--- src/sv/rvb_pkg.sv ---
`timescale 1ns / 1ps
// ----------------------------------------------------------------------------
// rvb_pkg
// Shared widths, constants, register codes and stage words of the RAVE
// value blend pipeline.
// ----------------------------------------------------------------------------
package rvb_pkg;

    localparam int FRAC_BITS  = 16;
    localparam int COUNT_BITS = 32;

    localparam int FW   = FRAC_BITS + 1;      // fraction field width
    localparam int CW   = COUNT_BITS;         // count width
    localparam int EQW  = 20;                 // equivalence register width
    localparam int THW  = 32;                 // threshold register width
    localparam int IDXW = 8;                  // config index width
    localparam int DATW = 32;                 // config data width
    localparam int XW   = 2 * FRAC_BITS + 4;  // criticality term width (signed)
    localparam int QS   = FW + 1;             // AMAF mean quotient steps
    localparam int NUMW = FW + CW + 1;        // AMAF mean dividend width
    localparam int PW   = 2 * CW;             // product / denominator width
    localparam int TS   = PW;                 // product/equivalence steps
    localparam int BS   = FW;                 // weight quotient steps

    localparam logic [FW-1:0] ONE  = {1'b1, {FRAC_BITS{1'b0}}};
    localparam logic [FW-1:0] HALF = {2'b01, {(FRAC_BITS - 1){1'b0}}};

    localparam logic [EQW-1:0] EQUIV_RESET  = EQW'(3000);
    localparam logic [THW-1:0] THRESH_RESET = '0;

    localparam logic [IDXW-1:0] CFG_EQUIV  = IDXW'(0);
    localparam logic [IDXW-1:0] CFG_THRESH = IDXW'(1);

    typedef struct packed {
        logic [EQW-1:0] equiv;
        logic [THW-1:0] thresh;
    } cfg_t;

    typedef struct packed {
        logic [CW-1:0]   n;
        logic [CW-1:0]   nr;
        logic [FW-1:0]   q;
        logic [FW-1:0]   aq;
        logic            use_div;
        logic [NUMW-1:0] num;
        logic [EQW-1:0]  eq;
        logic [PW-1:0]   prod;
    } front_out_t;

    typedef struct packed {
        logic [CW-1:0] n;
        logic [CW-1:0] nr;
        logic [FW-1:0] q;
        logic [FW-1:0] qa;
        logic [PW-1:0] t;
    } tdiv_out_t;

    typedef struct packed {
        logic [FW-1:0] q;
        logic [FW-1:0] qa;
        logic [FW-1:0] b;
    } bdiv_out_t;

    function automatic logic [FW-1:0] frac_clamp(input logic [FW-1:0] v);
        return (v > ONE) ? ONE : v;
    endfunction

endpackage

--- src/sv/rvb_blend.sv ---
`timescale 1ns / 1ps
// ----------------------------------------------------------------------------
// rvb_blend
// Weighted mix of playout and AMAF means with round half up, into the
// output register.
// ----------------------------------------------------------------------------
module rvb_blend import rvb_pkg::*; (
    input  logic          aclk,
    input  logic          aresetn,
    input  logic          en,
    input  logic          in_valid,
    input  bdiv_out_t     in_word,
    output logic          out_valid,
    output logic [FW-1:0] out_value
);

    logic [2*FW-1:0] p0_reg, p0_next;
    logic [2*FW-1:0] p1_reg, p1_next;
    logic [FW-1:0]   res_reg, res_next;
    logic [2*FW:0]   acc;
    logic            mvld_reg;
    logic            ovld_reg;

    assign p0_next = (ONE - in_word.b) * in_word.q;
    assign p1_next = in_word.b * in_word.qa;

    always_comb begin
        acc = (2 * FW + 1)'(p0_reg) + (2 * FW + 1)'(p1_reg) + (2 * FW + 1)'(HALF);
        res_next = acc[FRAC_BITS+FW-1:FRAC_BITS];
    end

    always_ff @(posedge aclk) begin
        if (!aresetn) begin
            mvld_reg <= 1'b0;
            ovld_reg <= 1'b0;
        end else if (en) begin
            mvld_reg <= in_valid;
            ovld_reg <= mvld_reg;
        end
    end

    always_ff @(posedge aclk) begin
        if (en) begin
            p0_reg  <= p0_next;
            p1_reg  <= p1_next;
            res_reg <= res_next;
        end
    end

    assign out_valid = ovld_reg;
    assign out_value = res_reg;

endmodule

--- config.mk ---
export PLATFORM = sky130hd
export DESIGN_NAME = rvb_blend
export DESIGN_NICKNAME = d
export VERILOG_FILES = /design/src/sv/rvb_pkg.sv /design/src/sv/rvb_blend.sv
export SDC_FILE = /design/constraint.sdc
export NUM_CORES = 2
export LEC_CHECK = 0
export BUFFER_PORTS_ARGS = -buffer_cell sky130_fd_sc_hd__buf_2
export CAP_MARGIN = 20
export CORE_ASPECT_RATIO = 1.25
export CORE_MARGIN = 2
export CORE_UTILIZATION = 40
export DETAILED_ROUTE_END_ITERATION = 7
export PLACE_DENSITY_LB_ADDON = 0.08
export SYNTH_ARGS = -nofsm -noshare
export SYNTH_HDL_FRONTEND = slang
export SYNTH_SLANG_ARGS = --single-unit
--- constraint.sdc ---
create_clock -name aclk -period 10.3 [get_ports aclk]
set_clock_uncertainty 0.2 [all_clocks]
set_input_delay 0.515 -clock aclk [delete_from_list [all_inputs] [get_ports aclk]]
set_output_delay 0.515 -clock aclk [all_outputs]
set_load 0.01 [all_outputs]
After elaboration in Yosys (flattened, before gate mapping)
Index checks and enable logic that the tools add are counted.

Multiply operators: 2. $add $sub $neg: 3.

Operators with widths (number): adder 33 x 16 -> 33 bit, second input constant (1); adder 33 bit (1); multiplier 17 x 17 -> 33 bit (1); multiplier 18 x 18 -> 33 bit (1); subtractor 17 x 17 -> 18 bit, first input constant (1).

Output and inout port bits: 18. Input port bits: 55. Word-level logic and storage cells: 10. Bits in registers: 85.

Longest topological paths before layout
Depth in word-level cells: 2. Depth in mapped cells: 31. Mapped depth without buffers: 29.

Worst setup path after synthesis
No wires, ideal clock.

Kind: in2reg. From: in in_word[4] (netlist name). To: reg p0_reg[32], data pin. Data required time: 9.840 ns. Path buffers: 2. Path slack: 2.831 ns. Cell stages on the path: 28. Library setup time: 0.260 ns. Arrival: 7.009 ns. Cell sequence: buf_2 nor3_1 and3_1 nand2_1 nor3_1 xnor2_1 clkbuf_1 and2_1 fa_1 inv_1 fa_1 fa_1 inv_1 fa_1 fa_1 inv_1 fa_1 inv_1 ha_1 a21o_1 a21o_1 a211o_1 nand4_2 a41oi_2 o41a_1 a21o_1 a41oi_2 xnor2_1.

Cells in the longest elaborated chain, start to end: 2.

Ends and longest elaborated chain: start: declaration (RTL line rvb_blend.sv:12) `input bdiv_out_t in_word,`; subtractor 17 x 17 -> 18 bit (RTL line rvb_blend.sv:24) `assign p0_next = (ONE - in_word.b) * in_word.q;`; multiplier 18 x 18 -> 33 bit (RTL line rvb_blend.sv:24); named net p0_next[32] (RTL line rvb_blend.sv:17) `logic [2*FW-1:0] p0_reg, p0_next;`; end signal: assignment (RTL line rvb_blend.sv:44) `p0_reg <= p0_next;`; end: declaration (RTL line rvb_blend.sv:17).

The timed path passes the listed nets, and every way through them passes these cells. A chain may end at the register's enable or synchronous reset.

Worst setup path after layout
From: in in_word[2] (netlist name). To: reg p0_reg[32], data pin.

Same word-level chain as after synthesis.

==> flow_metrics.py <==
metrics = {
    "logic_synthesis": {
        "synthesis.area_per_instance_um2": 9.21,
        "synth_fa_ha_area_share_pct": 53.8,
        "post_synth_xor_area_fraction_pct": 3.56,
        "synth_area_um2": 24800,
        "yosys.area_share.simple_pct": 15.0,
        "synth.net_count": 3509,
        "synth-compound-area-share_pct": 5.27,
        "synth_cells": 2692,
        "yosys_register_bits": 85,
        "synth_most_common_cell": "inv_1",
        "synth-edff-count": 83,
        "netlist.area_leader.share_pct": 41.1,
        "synthTopCellsByCount": "inv_1 (694), fa_1 (509), nand2_1 (345)",
        "synthFlopType": "edfxtp_1",
        "combinational_family_with_the_most_area_after_synthesis": "adder cells",
        "yosysSeqAreaShare_pct": 10.2,
        "synthMuxAreaShare_pct": 0.0807,
        "asyncSetResetFlopFracSynth_pct": 0,
        "synth.top_cells.by_area": "fa_1 (41%), ha_1 (13%), inv_1 (11%)",
        "synthDominantAreaCellType": "fa_1",
        "synth.lib_cells_used.distinct": 64,
        "synth_warnings": 0,
    },
    "global_route": {
        "first_pass_grt_wire_length_um": 106000,
        "grt_antenna_before_repair": 2,
        "grtUsageTotal_pct": 21.6,
        "first_global_vias": 19300,
        "grt_max_degree": 69,
        "globalRouteOverflowTotal": 0,
    },
    "routing": {
        "wirelength_um": 64500,
        "antenna_violating_nets_post_route": 0,
        "detail_route.iter0.violations": 718,
        "detailroute.via_count": 17200,
        "firstDrtPassIters": 5,
        "wl_per_cell_um": 18.3,
        "drc_errors": 0,
        "drt_via_density": 4.88,
    },
    "clock_tree": {
        "clock_sinks": 85,
        "cts_repair_resize_count": 0,
        "cts_buffers": 9,
        "clock_latency_ns": 0.36,
        "cts_hold_repair.buffers": 0,
        "max-clock-path-buffers": 2,
        "clk_pin_slew_ns": 0.07,
        "cts_post_setup_buffers_inserted": 0,
        "clock_tree.htree_level_count": 3,
        "tritoncts": "yes",
        "cts_root_buffer": "clkbuf_16",
    },
    "floorplan": {
        "fp.dieArea_um2": 64000,
        "placeableCoreArea_um2": 61600,
        "die_height_um": 282,
        "fp-row-count": 102,
        "initial_core_util_pct": 40.2,
        "ios": 73,
        "die-width_um": 227,
    },
    "finish": {
        "fillCellCount": 6194,
        "net_count_final": 3511,
        "multi_input_area_um2": 19300,
        "synthesis_to_layout_area_growth_pct": 6.04,
        "insertedDiodeCount": 0,
        "drive_gt1_share_pct": 4.67,
        "final-seq-area_um2": 2530,
    },
    "worst_setup_path": {
        "r2r-end": "out_value[16]",
        "arrival_ns": 8.12,
        "critical_path.max_fanout": 21,
        "startpoint_class": "input port",
        "worst_setup_path_startpoint": "in_word[2]",
        "critical_path.endpoint": "p0_reg[32]",
        "timing.setup.critical_path_class": "input port to register",
        "depth_of_the_worst_register_to_register_path": 11,
        "crit_required_ns": 10.20,
        "reg2reg_slack_ns": 6.71,
        "endpoint_kind": "register",
        "r2r_start": "p0_reg[8]",
    },
    "timing": {
        "rsz0062_at_grt": "no",
        "finalHoldViolations": 0,
        "clock.fmax_mhz": 122,
        "timing_worst_slew_pin_value_ns": 1.00,
        "final_cycle_share_pct": 79.9,
        "period_minus_slack_ns": 8.23,
        "max-slew-margin-rel_pct": 32.6,
        "timing.final.setup_violations": 0,
        "count_of_pins_over_their_slew_limit": 0,
        "final.setup.tns_ns": 0,
    },
    "placement": {
        "portBuffers": 72,
        "dp_hpwl_um": 51500,
        "routabilityCongestion": 0.864,
    },
    "outcome": {
        "result_of_the_run": "completed",
    },
    "hold_path": {
        "min_path_type": "input port to register",
    },
    "job": {
        "cap_violations": 0,
    },
}
-- cell usage in the layout, fill, tap and decap left out, types with 3 or more instances in the layout --
cell type / n
a211o_1: 4
a211oi_1: 5
a21boi_1: 4
a21o_1: 21
a21oi_1: 59
a31o_2: 3
a31oi_1: 5
and2_1: 285
and3_1: 10
buf_2: 71
buf_4: 19
clkbuf_16: 9
clkinv_4: 3
edfxtp_1: 83
fa_1: 509
ha_1: 253
inv_1: 694
nand2_1: 345
nand2b_1: 7
nand3_1: 11
nand4_1: 9
nor2_1: 47
nor2b_1: 10
nor3_1: 16
o211ai_1: 8
o21a_1: 15
o21ai_0: 34
o21bai_1: 5
o31ai_1: 5
or3_1: 5
xnor2_1: 73
xor2_1: 22
xor2_2: 3
-- cell families (layout without fill, tap and decap cells) --
group | count (synthesis) | in the layout
AO/OA/AOI/OAI | 196 | 196
XOR/XNOR | 99 | 99
adder cells (fa/ha/maj) | 762 | 762
buffers and inverters | 794 | 801
flip-flops | 85 | 85
multiplexers | 2 | 2
AND/OR/NAND/NOR | 754 | 754
-- how the worst min path moves through the flow --
stage / from / to / slack, ns / cells past startpoint
5_1_grt: aresetn / out_valid / 0.18 / 2
3_3_place_gp: out_valid / out_valid / 0.29 / 2
3_5_place_dp: out_valid / out_valid / 0.31 / 2
6_report: aresetn / out_valid / 0.17 / 2
2_1_floorplan: mvld_reg / mvld_reg / 0.28 / 2
4_1_cts: aresetn / out_valid / 0.16 / 2
-- area by class of cell --
class	instances	share of cell area, %
clock inverter	7	0.319
clock buffer	9	0.856
tap	832	3.96
timing repair buffer	91	1.95
sequential	85	9.63
multi-input combinational	1813	73.4
inverter	694	9.90
-- metal layers --
metal | GRT usage [%] | part of all wire [%]
met2 | 38.5 | 51
met5 | 0 | 0
met3 | 1.48 | 3.2
met1 | 28.2 | 43
met4 | 6.02 | 2.6
-- critical path, stage by stage --
cell,delay (ns)
buf_2,0.25
nor3_1,0.33
and3_1,0.27
nand2_1,0.16
nor2_1,0.21
nand2_1,0.09
xor2_1,0.75
buf_4,0.30
nand2_1,0.09
fa_1,0.55
inv_1,0.05
fa_1,0.48
fa_1,0.56
fa_1,0.44
fa_1,0.50
inv_1,0.05
fa_1,0.49
inv_1,0.05
ha_1,0.39
and3_1,0.25
nand2_1,0.06
nor2_1,0.23
nand4_1,0.15
a41oi_2,0.25
o41a_1,0.21
a21o_1,0.17
a41oi_2,0.13
xnor2_1,0.15
-- metrics by stage --
stage / setup WS, ns / instances / hold slack [ns] / util, % / instance area [um2]
5_1_grt: 1.62 / 3531 / 0.181 / 42.7 / 26300
2_1_floorplan: 2.83 / 2692 / 0.282 / - / 24800
3_5_place_dp: 1.72 / 3515 / 0.307 / 42.2 / 26000
6_report: 2.07 / 3531 / 0.175 / 42.7 / 26300
4_1_cts: 2.08 / 3531 / 0.157 / 42.7 / 26300
3_3_place_gp: 1.85 / 3514 / 0.292 / 42.1 / 26000
Power is not shown: default switching activity piles up to over one toggle a cycle in this logic, so the estimate is an artifact.
